[config.mk]
export PLATFORM = sky130hd
export DESIGN_NAME = running_lcm_of_cycle_lengths
export DESIGN_NICKNAME = d
export VERILOG_FILES = /design/src/rtl/rlcm_pkg.sv /design/src/rtl/rlcm_div.sv /design/src/rtl/rlcm_seq.sv /design/src/rtl/running_lcm_of_cycle_lengths.sv
export SDC_FILE = /design/constraint.sdc
export NUM_CORES = 2
export LEC_CHECK = 0
export ABC_AREA = 1
export CAP_MARGIN = 20
export CORE_MARGIN = 1
export CORE_UTILIZATION = 30
export CTS_CLUSTER_SIZE = 14
export DETAILED_ROUTE_END_ITERATION = 10
export DONT_BUFFER_PORTS = 1
export GPL_ROUTABILITY_DRIVEN = 0
export GPL_TIMING_DRIVEN = 0
export PLACE_DENSITY = 0.42
export SLEW_MARGIN = 10
export SYNTH_ARGS = -nofsm -noshare
export SYNTH_HDL_FRONTEND = slang
export SYNTH_HIERARCHICAL = 1
export SYNTH_SLANG_ARGS = --single-unit
[constraint.sdc]
create_clock -name clock -period 14.4 [get_ports clock]
set_input_delay 2.16 -clock clock [delete_from_list [all_inputs] [get_ports clock]]
set_output_delay 2.16 -clock clock [all_outputs]
set_load 0.01 [all_outputs]
[src/rtl/rlcm_pkg.sv]
`timescale 1ns / 1ps

package rlcm_pkg;

   localparam int unsigned ValW  = 31;
   localparam int unsigned TimeW = 16;
   localparam int unsigned LenW  = TimeW + 1;
   localparam int unsigned ProdW = ValW + TimeW;
   localparam int unsigned PcW   = 5;

   localparam logic [ValW-1:0] LimitReset = 31'd1000000;

   typedef struct packed {
      logic              kind;
      logic signed [15:0] open_time;
      logic signed [15:0] close_time;
   } req_type;

   typedef struct packed {
      logic [30:0] multiple;
      logic [2:0]  status;
   } rsp_type;

   typedef enum logic [2:0] {
      STAT_OK      = 3'd0,
      STAT_BAD_LEN = 3'd1,
      STAT_OVER    = 3'd2,
      STAT_SAT     = 3'd3,
      STAT_IGNORED = 3'd4
   } stat_type;

   typedef enum logic [3:0] {
      OP_NOP,
      OP_ACCEPT,
      OP_MOD_START,
      OP_EUCLID,
      OP_QUOT_START,
      OP_MUL,
      OP_FOLD,
      OP_RESTART,
      OP_IGNORE,
      OP_BAD_LEN,
      OP_ZERO,
      OP_EMIT
   } op_type;

   typedef enum logic [3:0] {
      C_NEVER,
      C_ALWAYS,
      C_NO_REQ,
      C_RESTART,
      C_STOPPED,
      C_LEN_BAD,
      C_A_ZERO,
      C_Y_ZERO,
      C_DIV_BUSY,
      C_OUT_BUSY
   } cond_type;

   typedef struct packed {
      op_type           op;
      cond_type         cond;
      logic [PcW-1:0]   target;
   } uword_type;

   typedef struct packed {
      logic req_fire;
      logic restart;
      logic stopped;
      logic len_bad;
      logic a_zero;
      logic y_zero;
      logic div_busy;
      logic out_busy;
   } flags_type;

   localparam logic [PcW-1:0] PC_IDLE        = 5'd0;
   localparam logic [PcW-1:0] PC_RESTART_CHK = 5'd1;
   localparam logic [PcW-1:0] PC_STOP_CHK    = 5'd2;
   localparam logic [PcW-1:0] PC_LEN_CHK     = 5'd3;
   localparam logic [PcW-1:0] PC_ZERO_CHK    = 5'd4;
   localparam logic [PcW-1:0] PC_EUCLID      = 5'd5;
   localparam logic [PcW-1:0] PC_MOD_START   = 5'd6;
   localparam logic [PcW-1:0] PC_MOD_WAIT    = 5'd7;
   localparam logic [PcW-1:0] PC_MOD_SHIFT   = 5'd8;
   localparam logic [PcW-1:0] PC_QUOT_START  = 5'd9;
   localparam logic [PcW-1:0] PC_QUOT_WAIT   = 5'd10;
   localparam logic [PcW-1:0] PC_MUL         = 5'd11;
   localparam logic [PcW-1:0] PC_FOLD        = 5'd12;
   localparam logic [PcW-1:0] PC_RESTART     = 5'd13;
   localparam logic [PcW-1:0] PC_IGNORE      = 5'd14;
   localparam logic [PcW-1:0] PC_BAD_LEN     = 5'd15;
   localparam logic [PcW-1:0] PC_ZERO        = 5'd16;
   localparam logic [PcW-1:0] PC_EMIT        = 5'd17;
   localparam logic [PcW-1:0] PC_RETURN      = 5'd18;

   function automatic uword_type ucode(logic [PcW-1:0] pc);
      uword_type w;
      w = '{op: OP_NOP, cond: C_ALWAYS, target: PC_IDLE};
      unique case (pc)
         PC_IDLE:        w = '{op: OP_ACCEPT,     cond: C_NO_REQ,   target: PC_IDLE};
         PC_RESTART_CHK: w = '{op: OP_NOP,        cond: C_RESTART,  target: PC_RESTART};
         PC_STOP_CHK:    w = '{op: OP_NOP,        cond: C_STOPPED,  target: PC_IGNORE};
         PC_LEN_CHK:     w = '{op: OP_NOP,        cond: C_LEN_BAD,  target: PC_BAD_LEN};
         PC_ZERO_CHK:    w = '{op: OP_NOP,        cond: C_A_ZERO,   target: PC_ZERO};
         PC_EUCLID:      w = '{op: OP_NOP,        cond: C_Y_ZERO,   target: PC_QUOT_START};
         PC_MOD_START:   w = '{op: OP_MOD_START,  cond: C_NEVER,    target: PC_IDLE};
         PC_MOD_WAIT:    w = '{op: OP_NOP,        cond: C_DIV_BUSY, target: PC_MOD_WAIT};
         PC_MOD_SHIFT:   w = '{op: OP_EUCLID,     cond: C_ALWAYS,   target: PC_EUCLID};
         PC_QUOT_START:  w = '{op: OP_QUOT_START, cond: C_NEVER,    target: PC_IDLE};
         PC_QUOT_WAIT:   w = '{op: OP_NOP,        cond: C_DIV_BUSY, target: PC_QUOT_WAIT};
         PC_MUL:         w = '{op: OP_MUL,        cond: C_NEVER,    target: PC_IDLE};
         PC_FOLD:        w = '{op: OP_FOLD,       cond: C_ALWAYS,   target: PC_EMIT};
         PC_RESTART:     w = '{op: OP_RESTART,    cond: C_ALWAYS,   target: PC_EMIT};
         PC_IGNORE:      w = '{op: OP_IGNORE,     cond: C_ALWAYS,   target: PC_EMIT};
         PC_BAD_LEN:     w = '{op: OP_BAD_LEN,    cond: C_ALWAYS,   target: PC_EMIT};
         PC_ZERO:        w = '{op: OP_ZERO,       cond: C_NEVER,    target: PC_IDLE};
         PC_EMIT:        w = '{op: OP_EMIT,       cond: C_OUT_BUSY, target: PC_EMIT};
         PC_RETURN:      w = '{op: OP_NOP,        cond: C_ALWAYS,   target: PC_IDLE};
         default:        w = '{op: OP_NOP,        cond: C_ALWAYS,   target: PC_IDLE};
      endcase
      return w;
   endfunction

endpackage

[src/rtl/rlcm_div.sv]
`timescale 1ns / 1ps

module rlcm_div (
   input  logic                          clock,
   input  logic                          reset,
   input  logic                          start,
   input  logic [rlcm_pkg::ValW-1:0]     dividend,
   input  logic [rlcm_pkg::ValW-1:0]     divisor,
   output logic                          busy,
   output logic [rlcm_pkg::ValW-1:0]     quotient,
   output logic [rlcm_pkg::ValW-1:0]     remainder
);

   localparam int unsigned W    = rlcm_pkg::ValW;
   localparam int unsigned CntW = $clog2(W);
   localparam logic [CntW-1:0] CntLast = CntW'(W - 1);

   logic [W-1:0]    rem_ff, rem_in;
   logic [W-1:0]    quo_ff, quo_in;
   logic [W-1:0]    dsr_ff, dsr_in;
   logic [CntW-1:0] cnt_ff, cnt_in;
   logic            busy_ff, busy_in;

   logic [W:0]      shifted;
   logic [W:0]      diff;
   logic            fits;

   always_comb begin
      shifted = {rem_ff, quo_ff[W-1]};
      diff    = shifted - {1'b0, dsr_ff};
      fits    = shifted >= {1'b0, dsr_ff};
      rem_in  = rem_ff;
      quo_in  = quo_ff;
      dsr_in  = dsr_ff;
      cnt_in  = cnt_ff;
      busy_in = busy_ff;
      if (start) begin
         rem_in  = '0;
         quo_in  = dividend;
         dsr_in  = divisor;
         cnt_in  = CntLast;
         busy_in = 1'b1;
      end else if (busy_ff) begin
         rem_in = fits ? diff[W-1:0] : shifted[W-1:0];
         quo_in = {quo_ff[W-2:0], fits};
         cnt_in = cnt_ff - 1'b1;
         if (cnt_ff == '0) begin
            busy_in = 1'b0;
         end
      end
   end

   always_ff @(posedge clock) begin
      if (reset) begin
         busy_ff <= 1'b0;
         cnt_ff  <= '0;
      end else begin
         busy_ff <= busy_in;
         cnt_ff  <= cnt_in;
      end
   end

   always_ff @(posedge clock) begin
      rem_ff <= rem_in;
      quo_ff <= quo_in;
      dsr_ff <= dsr_in;
   end

   assign busy      = busy_ff;
   assign quotient  = quo_ff;
   assign remainder = rem_ff;

endmodule

[src/rtl/rlcm_seq.sv]
`timescale 1ns / 1ps

module rlcm_seq (
   input  logic                clock,
   input  logic                reset,
   input  rlcm_pkg::flags_type flags,
   output rlcm_pkg::uword_type uw
);

   logic [rlcm_pkg::PcW-1:0] pc_ff, pc_in;
   logic                     hit;

   assign uw = rlcm_pkg::ucode(pc_ff);

   always_comb begin
      unique case (uw.cond)
         rlcm_pkg::C_NEVER:    hit = 1'b0;
         rlcm_pkg::C_ALWAYS:   hit = 1'b1;
         rlcm_pkg::C_NO_REQ:   hit = ~flags.req_fire;
         rlcm_pkg::C_RESTART:  hit = flags.restart;
         rlcm_pkg::C_STOPPED:  hit = flags.stopped;
         rlcm_pkg::C_LEN_BAD:  hit = flags.len_bad;
         rlcm_pkg::C_A_ZERO:   hit = flags.a_zero;
         rlcm_pkg::C_Y_ZERO:   hit = flags.y_zero;
         rlcm_pkg::C_DIV_BUSY: hit = flags.div_busy;
         rlcm_pkg::C_OUT_BUSY: hit = flags.out_busy;
         default:              hit = 1'b1;
      endcase
      pc_in = hit ? uw.target : pc_ff + 1'b1;
   end

   always_ff @(posedge clock) begin
      if (reset) begin
         pc_ff <= rlcm_pkg::PC_IDLE;
      end else begin
         pc_ff <= pc_in;
      end
   end

endmodule

[src/rtl/running_lcm_of_cycle_lengths.sv]
`timescale 1ns / 1ps
// Running least common multiple of cycle lengths.
// req_*: one item per transfer. kind 0 restarts the multiple at 1; kind 1 folds in
//   the cycle length open_time + close_time (signed, 17-bit exact sum).
// rsp_*: one result per item, the multiple after the item and a status code.
// csr_*: writes the limit register; always ready, write only while idle.
// One item is in work at a time, driven by a 19-step microprogram. A restart, an
// ignored item, an invalid length and a fold into a zero multiple go straight to
// the result; other folds run Euclid's algorithm, one division per remainder step,
// then a division for the quotient, a multiply and the fold. Divisions use the
// bit-serial divider (one quotient bit a cycle). A length fits 16 bits, so Euclid
// takes at most 23 remainder steps.
// The result sits in an output register: a new item is accepted while it waits,
// and that item's result is held back until the receiver takes the first.
// Reset (synchronous): multiple 1, not stopped, limit 1000000, no result pending.
module running_lcm_of_cycle_lengths (
   input  logic                           clock,
   input  logic                           reset,
   input  logic                           req_valid,
   output logic                           req_ready,
   input  rlcm_pkg::req_type              req_data,
   output logic                           rsp_valid,
   input  logic                           rsp_ready,
   output rlcm_pkg::rsp_type              rsp_data,
   input  logic                           csr_valid,
   output logic                           csr_ready,
   input  logic [rlcm_pkg::ValW-1:0]      csr_data
);

   localparam int unsigned ValW  = rlcm_pkg::ValW;
   localparam int unsigned TimeW = rlcm_pkg::TimeW;
   localparam int unsigned LenW  = rlcm_pkg::LenW;
   localparam int unsigned ProdW = rlcm_pkg::ProdW;

   rlcm_pkg::uword_type uw;
   rlcm_pkg::flags_type flags;

   logic [ValW-1:0]    limit_ff, limit_in;
   logic [ValW-1:0]    run_ff, run_in;
   logic               stopped_ff, stopped_in;
   rlcm_pkg::stat_type stat_ff, stat_in;
   logic               kind_ff, kind_in;
   logic [LenW-1:0]    len_ff, len_in;
   logic [ValW-1:0]    x_ff, x_in;
   logic [ValW-1:0]    y_ff, y_in;
   logic [ProdW-1:0]   prod_ff, prod_in;
   rlcm_pkg::rsp_type  rsp_ff, rsp_in;
   logic               rsp_valid_ff, rsp_valid_in;

   logic               req_fire;
   logic               out_busy;
   logic               div_start;
   logic [ValW-1:0]    div_dividend;
   logic [ValW-1:0]    div_divisor;
   logic               div_busy;
   logic [ValW-1:0]    div_quo;
   logic [ValW-1:0]    div_rem;

   assign req_ready = (uw.op == rlcm_pkg::OP_ACCEPT);
   assign req_fire  = req_valid & req_ready;
   assign csr_ready = 1'b1;
   assign out_busy  = rsp_valid_ff & ~rsp_ready;

   always_comb begin
      flags.req_fire = req_fire;
      flags.restart  = ~kind_ff;
      flags.stopped  = stopped_ff;
      flags.len_bad  = len_ff[LenW-1] | (len_ff == '0);
      flags.a_zero   = (run_ff == '0);
      flags.y_zero   = (y_ff == '0);
      flags.div_busy = div_busy;
      flags.out_busy = out_busy;
   end

   rlcm_seq u_seq (
      .clock (clock),
      .reset (reset),
      .flags (flags),
      .uw    (uw)
   );

   assign div_start    = (uw.op == rlcm_pkg::OP_MOD_START) ||
                         (uw.op == rlcm_pkg::OP_QUOT_START);
   assign div_dividend = (uw.op == rlcm_pkg::OP_QUOT_START) ? run_ff : x_ff;
   assign div_divisor  = (uw.op == rlcm_pkg::OP_QUOT_START) ? x_ff : y_ff;

   rlcm_div u_div (
      .clock     (clock),
      .reset     (reset),
      .start     (div_start),
      .dividend  (div_dividend),
      .divisor   (div_divisor),
      .busy      (div_busy),
      .quotient  (div_quo),
      .remainder (div_rem)
   );

   always_comb begin
      limit_in     = limit_ff;
      run_in       = run_ff;
      stopped_in   = stopped_ff;
      stat_in      = stat_ff;
      kind_in      = kind_ff;
      len_in       = len_ff;
      x_in         = x_ff;
      y_in         = y_ff;
      prod_in      = prod_ff;
      rsp_in       = rsp_ff;
      rsp_valid_in = rsp_valid_ff & ~rsp_ready;

      if (csr_valid & csr_ready) begin
         limit_in = csr_data;
      end

      unique case (uw.op)
         rlcm_pkg::OP_ACCEPT: begin
            if (req_fire) begin
               kind_in = req_data.kind;
               len_in  = {req_data.open_time[TimeW-1], req_data.open_time} +
                         {req_data.close_time[TimeW-1], req_data.close_time};
               x_in    = run_ff;
               y_in    = {{(ValW-LenW){1'b0}}, len_in};
            end
         end
         rlcm_pkg::OP_EUCLID: begin
            x_in = y_ff;
            y_in = div_rem;
         end
         rlcm_pkg::OP_MUL: begin
            prod_in = ProdW'(div_quo) * ProdW'(len_ff[TimeW-1:0]);
         end
         rlcm_pkg::OP_FOLD: begin
            if (prod_ff[ProdW-1:ValW] != '0) begin
               run_in     = limit_ff;
               stopped_in = 1'b1;
               stat_in    = rlcm_pkg::STAT_SAT;
            end else if (prod_ff[ValW-1:0] > limit_ff) begin
               run_in     = prod_ff[ValW-1:0];
               stopped_in = 1'b1;
               stat_in    = rlcm_pkg::STAT_OVER;
            end else begin
               run_in  = prod_ff[ValW-1:0];
               stat_in = rlcm_pkg::STAT_OK;
            end
         end
         rlcm_pkg::OP_RESTART: begin
            run_in     = ValW'(1);
            stopped_in = 1'b0;
            stat_in    = rlcm_pkg::STAT_OK;
         end
         rlcm_pkg::OP_IGNORE:  stat_in = rlcm_pkg::STAT_IGNORED;
         rlcm_pkg::OP_BAD_LEN: stat_in = rlcm_pkg::STAT_BAD_LEN;
         rlcm_pkg::OP_ZERO:    stat_in = rlcm_pkg::STAT_OK;
         rlcm_pkg::OP_EMIT: begin
            if (!out_busy) begin
               rsp_in.multiple = run_ff;
               rsp_in.status   = stat_ff;
               rsp_valid_in    = 1'b1;
            end
         end
         default: begin
         end
      endcase
   end

   always_ff @(posedge clock) begin
      if (reset) begin
         limit_ff     <= rlcm_pkg::LimitReset;
         run_ff       <= ValW'(1);
         stopped_ff   <= 1'b0;
         rsp_valid_ff <= 1'b0;
      end else begin
         limit_ff     <= limit_in;
         run_ff       <= run_in;
         stopped_ff   <= stopped_in;
         rsp_valid_ff <= rsp_valid_in;
      end
   end

   always_ff @(posedge clock) begin
      stat_ff <= stat_in;
      kind_ff <= kind_in;
      len_ff  <= len_in;
      x_ff    <= x_in;
      y_ff    <= y_in;
      prod_ff <= prod_in;
      rsp_ff  <= rsp_in;
   end

   assign rsp_valid = rsp_valid_ff;
   assign rsp_data  = rsp_ff;

endmodule

==> Yosys cells after proc, flatten, opt, wreduce, memory -nomap -nowiden <==
Memory sizes are Yosys's and may differ from the RTL's. A register that Yosys moved wholly into a read port is not among the register bits.
Cells that the tools add are included.
{ "word_totals": {"mem_count": 1, "mem_bits_ro": 416, "wordCells": 98, "reg_bits": 332, "in_bits": 69} }
{ "mem_list": {"columns": ["name", "depth", "word_bits", "rd", "rd_ports_with_merged_regs", "wr", "line_no", "text"], "rows": [
  ["(name not given)", 32, 13, 1, 1, 0, "rlcm_pkg.sv:100", "unique case (pc)"]
]} }
{ "classes": {"mux": 26, "magnitude_cmp": 2, "reduce_logical": 17, "n_bitwise": 7, "n_mul": 1, "n_eq_ne": 21, "add_sub_neg": 4} }
{ "op_table": {"columns": ["op", "n"], "rows": [
  ["$mux 31", 8],
  ["$pmux 31 s2", 3],
  ["$logic_not 31->1", 2],
  ["$mul 31x16->47", 1],
  ["$eq 4x3->1 const B", 8],
  ["$ge 32x31->1", 1],
  ["$gt 31x31->1", 1],
  ["$sub 31x31->31", 1],
  ["$eq 4x4->1 const B", 6],
  ["$mux 5", 4],
  ["$add 16x16->17", 1],
  ["$logic_not 17->1", 1],
  ["$eq 4x2->1 const B", 4],
  ["$reduce_bool 16->1", 1],
  ["$pmux 3 s4", 1],
  ["$pmux 1 s9", 1],
  ["$reduce_and 2->1", 4],
  ["$mux 1", 6],
  ["$reduce_bool 2->1", 3],
  ["$add 5x1->5 const B", 1],
  ["$logic_not 5->1", 1],
  ["$sub 5x1->5 const B", 1],
  ["$eq 4x1->1 const B", 1],
  ["$logic_not 4->1", 1],
  ["other kinds (10)", 16]
]} }

==> Logic depth before layout (Yosys ltp) <==
{ "logic_depth": {"word_depth": 6, "ltp_mapped": 27} }

==> Cells and area by module <==
The synthesis kept the hierarchy.
{ "by_module_without_submodules": {"columns": ["module", "instances", "area_each_um2", "seq_area_each_um2", "cells_each"], "rows": [
  ["running_lcm_of_cycle_lengths", 1, 27567.7, 6206.0, 3479],
  ["rlcm_div", 1, 6682.7, 2602.5, 971],
  ["rlcm_seq", 1, 1087.3, 360.3, 143]
]} }

==> Worst setup path after synthesis <==
No wires, ideal clock.
{ "synth_timing": {"path_kind": "register to register", "start": "register u_div.quo_ff[28], in the netlist u_div/quotient[28]", "end": "register prod_ff[46] (data pin)", "period_less_slack_ps": 5446, "stages_incl_launch_ff": 23, "t_arrival_ps": 5194, "t_required_ps": 14147, "slack_ps": 8954, "path_cell_list": "edfxtp_1 clkbuf_1 clkbuf_1 nand2_1 fa_1 inv_1 fa_1 inv_1 fa_1 inv_1 fa_1 fa_1 inv_1 fa_1 inv_1 ha_1 nand2_1 nor2_1 nand2_1 nor2_1 nand3_1 nand4_1 nand2_1"} }
{ "synth_via": {"elab_chain_cells": 1} }
{ "synth_rtl": {"columns": ["item", "line_no", "text"], "rows": [
  ["from (decl)", "rlcm_div.sv:19", "logic [W-1:0] quo_ff, quo_in;"],
  ["from (signal assigned)", "rlcm_div.sv:65", "quo_ff <= quo_in;"],
  ["$mul 31x16->47", "running_lcm_of_cycle_lengths.sv:130", "prod_in = ProdW'(div_quo) * ProdW'(len_ff[TimeW-1:0]);"],
  ["to (signal assigned)", "running_lcm_of_cycle_lengths.sv:186", "prod_ff <= prod_in;"],
  ["to (decl)", "running_lcm_of_cycle_lengths.sv:46", "logic [ProdW-1:0] prod_ff, prod_in;"]
]} }
No other way between the ends.
A chain may end at the register's enable or synchronous reset.

==> Worst setup path in the final report <==
{ "layout_timing": {"start": "register u_div.quo_ff[23], in the netlist u_div/quotient[23]", "end": "register prod_ff[35] (data pin)"} }
Same word-level chain as after synthesis.

==> flow_metrics.py <==
metrics = {
    "routing": {
        "detail-route-antenna-nets": 0,
        "routed_via_density": 4.587,
        "drt_iter0_markers": 1820,
        "drt-total-wl_um": 122000,
        "avgRoutedWirePerCell_um": 19.68,
        "via_count": 28440,
        "drtPass1Iterations": 5,
        "drc": 0,
    },
    "setup_path": {
        "critical_path_required_ns": 14.71,
        "crit_slowest_cell": "fa_1",
        "crit_chain": "clkbuf_1 > clkbuf_1 > nand2_1 > fa_1 > fa_1 > fa_1 > inv_1 > fa_1 > fa_1 > inv_1 > fa_1 > inv_1 > ha_1 > a21oi_1 > o21ai_0 > a21oi_1 > nand3_2 > nand2_1 > nand2_1 > nand2_1 > nand2_1",
        "cp-end-kind": "flip-flop",
        "cpPeakStageDelay_ns": 0.59,
        "crit_fanout": 10,
        "start_kind": "flip-flop",
        "r2r-end": "prod_ff[35]$_DFFE_PN_",
        "arrival_ns": 7.31,
        "r2r_setup_slack_ns": 7.40,
        "crit_path_frequent_cell": "fa_1",
        "critical_path_class": "flip-flop to flip-flop",
        "reg2reg_from": "u_div/quotient[23]$_DFFE_PP_",
        "ff2ff_path_depth": 21,
    },
    "placed_design": {
        "preCtsSetupSlack_ns": 7.412,
        "dp_hpwl_um": 101500,
        "portBuffers": 0,
    },
    "synth": {
        "yosys_warnings": 6,
        "ys_ff_latch": 345,
        "yosysSeqAreaShare_pct": 25.95,
        "synth_edf_count": 226,
        "yosys-top-cells-area": "fa_1 (23%), edfxtp_1 (19%), nand2_1 (15%)",
        "synth_cells": 4593,
        "synth_cell_type_count": 52,
        "synth_top_flop_cell": "edfxtp_1",
        "async_flop_share_pct": 0,
        "synth_nets": 5275,
        "yosysTopAreaCellShare_pct": 23.00,
        "syn-cell-area_sq_um": 35340,
        "synth_largest_area_cell": "fa_1",
        "syn_area_per_cell_sq_um": 7.694,
    },
    "hold_path": {
        "hold_end": "rsp_data[0]$_DFFE_PP_",
        "worstHoldPathCells": 0,
        "min_path_type": "flip-flop to flip-flop",
        "hp-start": "stat_ff[0]$_DFFE_PP_",
    },
    "sta": {
        "period_needed_ns": 7.002,
        "maxSlewHeadroom_pct": 29.09,
        "setup_viol": 0,
        "worst_pin_slew_ns": 1.064,
        "finClkSkew_ns": 0.03476,
        "finalHoldViolCount": 0,
        "setup_ws_ns": 7.398,
        "period_share_pct": 48.63,
        "rsz0062_at_grt": "no",
        "totalNegativeSetupSlack_ns": 0,
        "fmax_ghz": 0.1428,
        "slew_violations": 0,
    },
    "global_route": {
        "grt_pass1_wl_um": 184100,
        "antenna_found_initial": 6,
        "grtUsageTotal_pct": 20.54,
        "grt_max_degree": 49,
        "grt_remaining_overflow": 0,
        "grt_pass1_vias": 29171,
    },
    "cts": {
        "cts-root-buf": "clkbuf_16",
        "clkTransAtPathRegs_ns": 0.06,
        "cts_setup_buffers": 0,
        "cts_tree": "yes",
        "cts_buffers": 42,
        "cts_resized": 0,
        "clock_sinks": 345,
        "ctsHoldBuffers": 0,
        "worstSkewPairLatency_ns": 0.59,
        "max-clock-path-buffers": 3,
        "htree_levels": 2,
    },
    "floorplan": {
        "die_height_um": 345.2,
        "start_util_pct": 30.33,
        "io_pins": 106,
        "die-area_sq_um": 119200,
        "row_count": 125,
        "core_area_sq_um": 116500,
        "fp.dieW_um": 345.2,
    },
    "outcome": {
        "status": "completed",
    },
    "finish": {
        "drive_gt1_share_pct": 4.213,
        "num_antenna_cells": 0,
        "fin_nets": 5325,
        "final_common_cell": "nand2_1",
        "final_cell_mix": "nand2_1 (1395), inv_1 (1084), fa_1 (406)",
        "area_delta_synth_final_pct": 9.854,
    },
    "run": {
        "maxCapViolations": 0,
    },
}
## cell usage after synthesis (all sizes together), types with 5 or more instances
| library cell | n |
|---|---|
| a21o | 5 |
| a21oi | 198 |
| a31oi | 7 |
| and2 | 10 |
| buf | 28 |
| clkbuf | 152 |
| clkinv | 5 |
| dfxtp | 119 |
| edfxtp | 226 |
| fa | 406 |
| ha | 207 |
| inv | 1094 |
| mux2 | 19 |
| nand2 | 1421 |
| nand3 | 159 |
| nand3b | 19 |
| nand4 | 27 |
| nor2 | 203 |
| nor3 | 15 |
| nor4 | 19 |
| o21ai | 171 |
| o21bai | 10 |
| xnor2 | 20 |
| xor2 | 35 |
## sequential cells by signal, indices dropped and copies added (netlist names)
register         flops
limit_ff            31
u_div/dsr_ff        31
len_ff              17
prod_ff             47
y_ff                31
rsp_data            34
run_ff              31
u_div/cnt_ff         5
x_ff                31
u_div/remainder     31
stopped_ff           1
kind_ff              1
u_div/quotient      31
u_seq/pc_ff          5
stat_ff              3
u_seq/uw            13
rsp_valid            1
u_div/busy           1
## worst max-delay path by stage
stage,startpoint,end,slack [ns]
4_1_cts,u_div/quotient[23]$_DFFE_PP_,prod_ff[35]$_DFFE_PN_,7.38
6_report,u_div/quotient[23]$_DFFE_PP_,prod_ff[35]$_DFFE_PN_,7.40
2_1_floorplan,u_div/quotient[28]$_DFFE_PP_,prod_ff[46]$_DFFE_PN_,8.95
3_3_place_gp,u_seq/uw[11]$_SDFF_PP0_,u_div/quotient[14]$_DFFE_PP_,6.59
5_1_grt,u_div/quotient[25]$_DFFE_PP_,prod_ff[44]$_DFFE_PN_,7.10
3_5_place_dp,u_div/quotient[25]$_DFFE_PP_,prod_ff[46]$_DFFE_PN_,7.41
## through the flow
| stage | hold slack (ns) | utilization (%) | cell area, sq um | std cells |
|---|---|---|---|---|
| after floorplan | 0.4003 | - | 35340 | 4593 |
| after global placement | 0.4240 | 31.96 | 37240 | 6117 |
| after detailed placement | 0.4175 | 32.10 | 37400 | 6123 |
| after CTS | 0.3961 | 33.32 | 38820 | 6200 |
| after global routing | 0.4229 | 33.32 | 38820 | 6200 |
| final | 0.4002 | 33.32 | 38820 | 6200 |
## final cells by class
cell class	count	area [sq um]
timing repair buffer	6	130.1
clock buffer	45	1066
tap	1524	1907
fill	12602	77700
clock inverter	32	349.1
buffer	180	775.7
multi-input combinational	2969	21300
sequential	345	9169
inverter	1099	4125
## logic make-up after synthesis
group | Yosys count | synth area share [%]
AND/OR/NAND/NOR | 1878 | 21.85
buffers and inverters | 1279 | 13.87
adder cells (fa/ha/maj) | 613 | 30.33
AO/OA/AOI/OAI | 403 | 6.033
flip-flops | 345 | 25.95
XOR/XNOR | 55 | 1.363
multiplexers | 19 | 0.6055
other | 1 | 0.01061
## routing by layer
metal,GRT usage [%],vias to the layer above,part of all wire (%)
met5,0,-,0
met4,4.829,0,2.4
met3,1.766,104,3.4
met2,36.18,512,50
met1,27.10,13949,45
li1,-,13875,-
## worst max-delay path, delay by kind of cell, from the launching register on
family,cells,cell delay (ns)
DFF,1,0.52
AOI/OAI and AO/OA,3,0.79
buffers and inverters,5,1.22
adders and majority gates,7,3.53
and+or+nand+nor,6,0.64
Power is left out: the tool's default activity adds up to more than one toggle a clock period on the data nets, which glitch-free logic cannot reach.
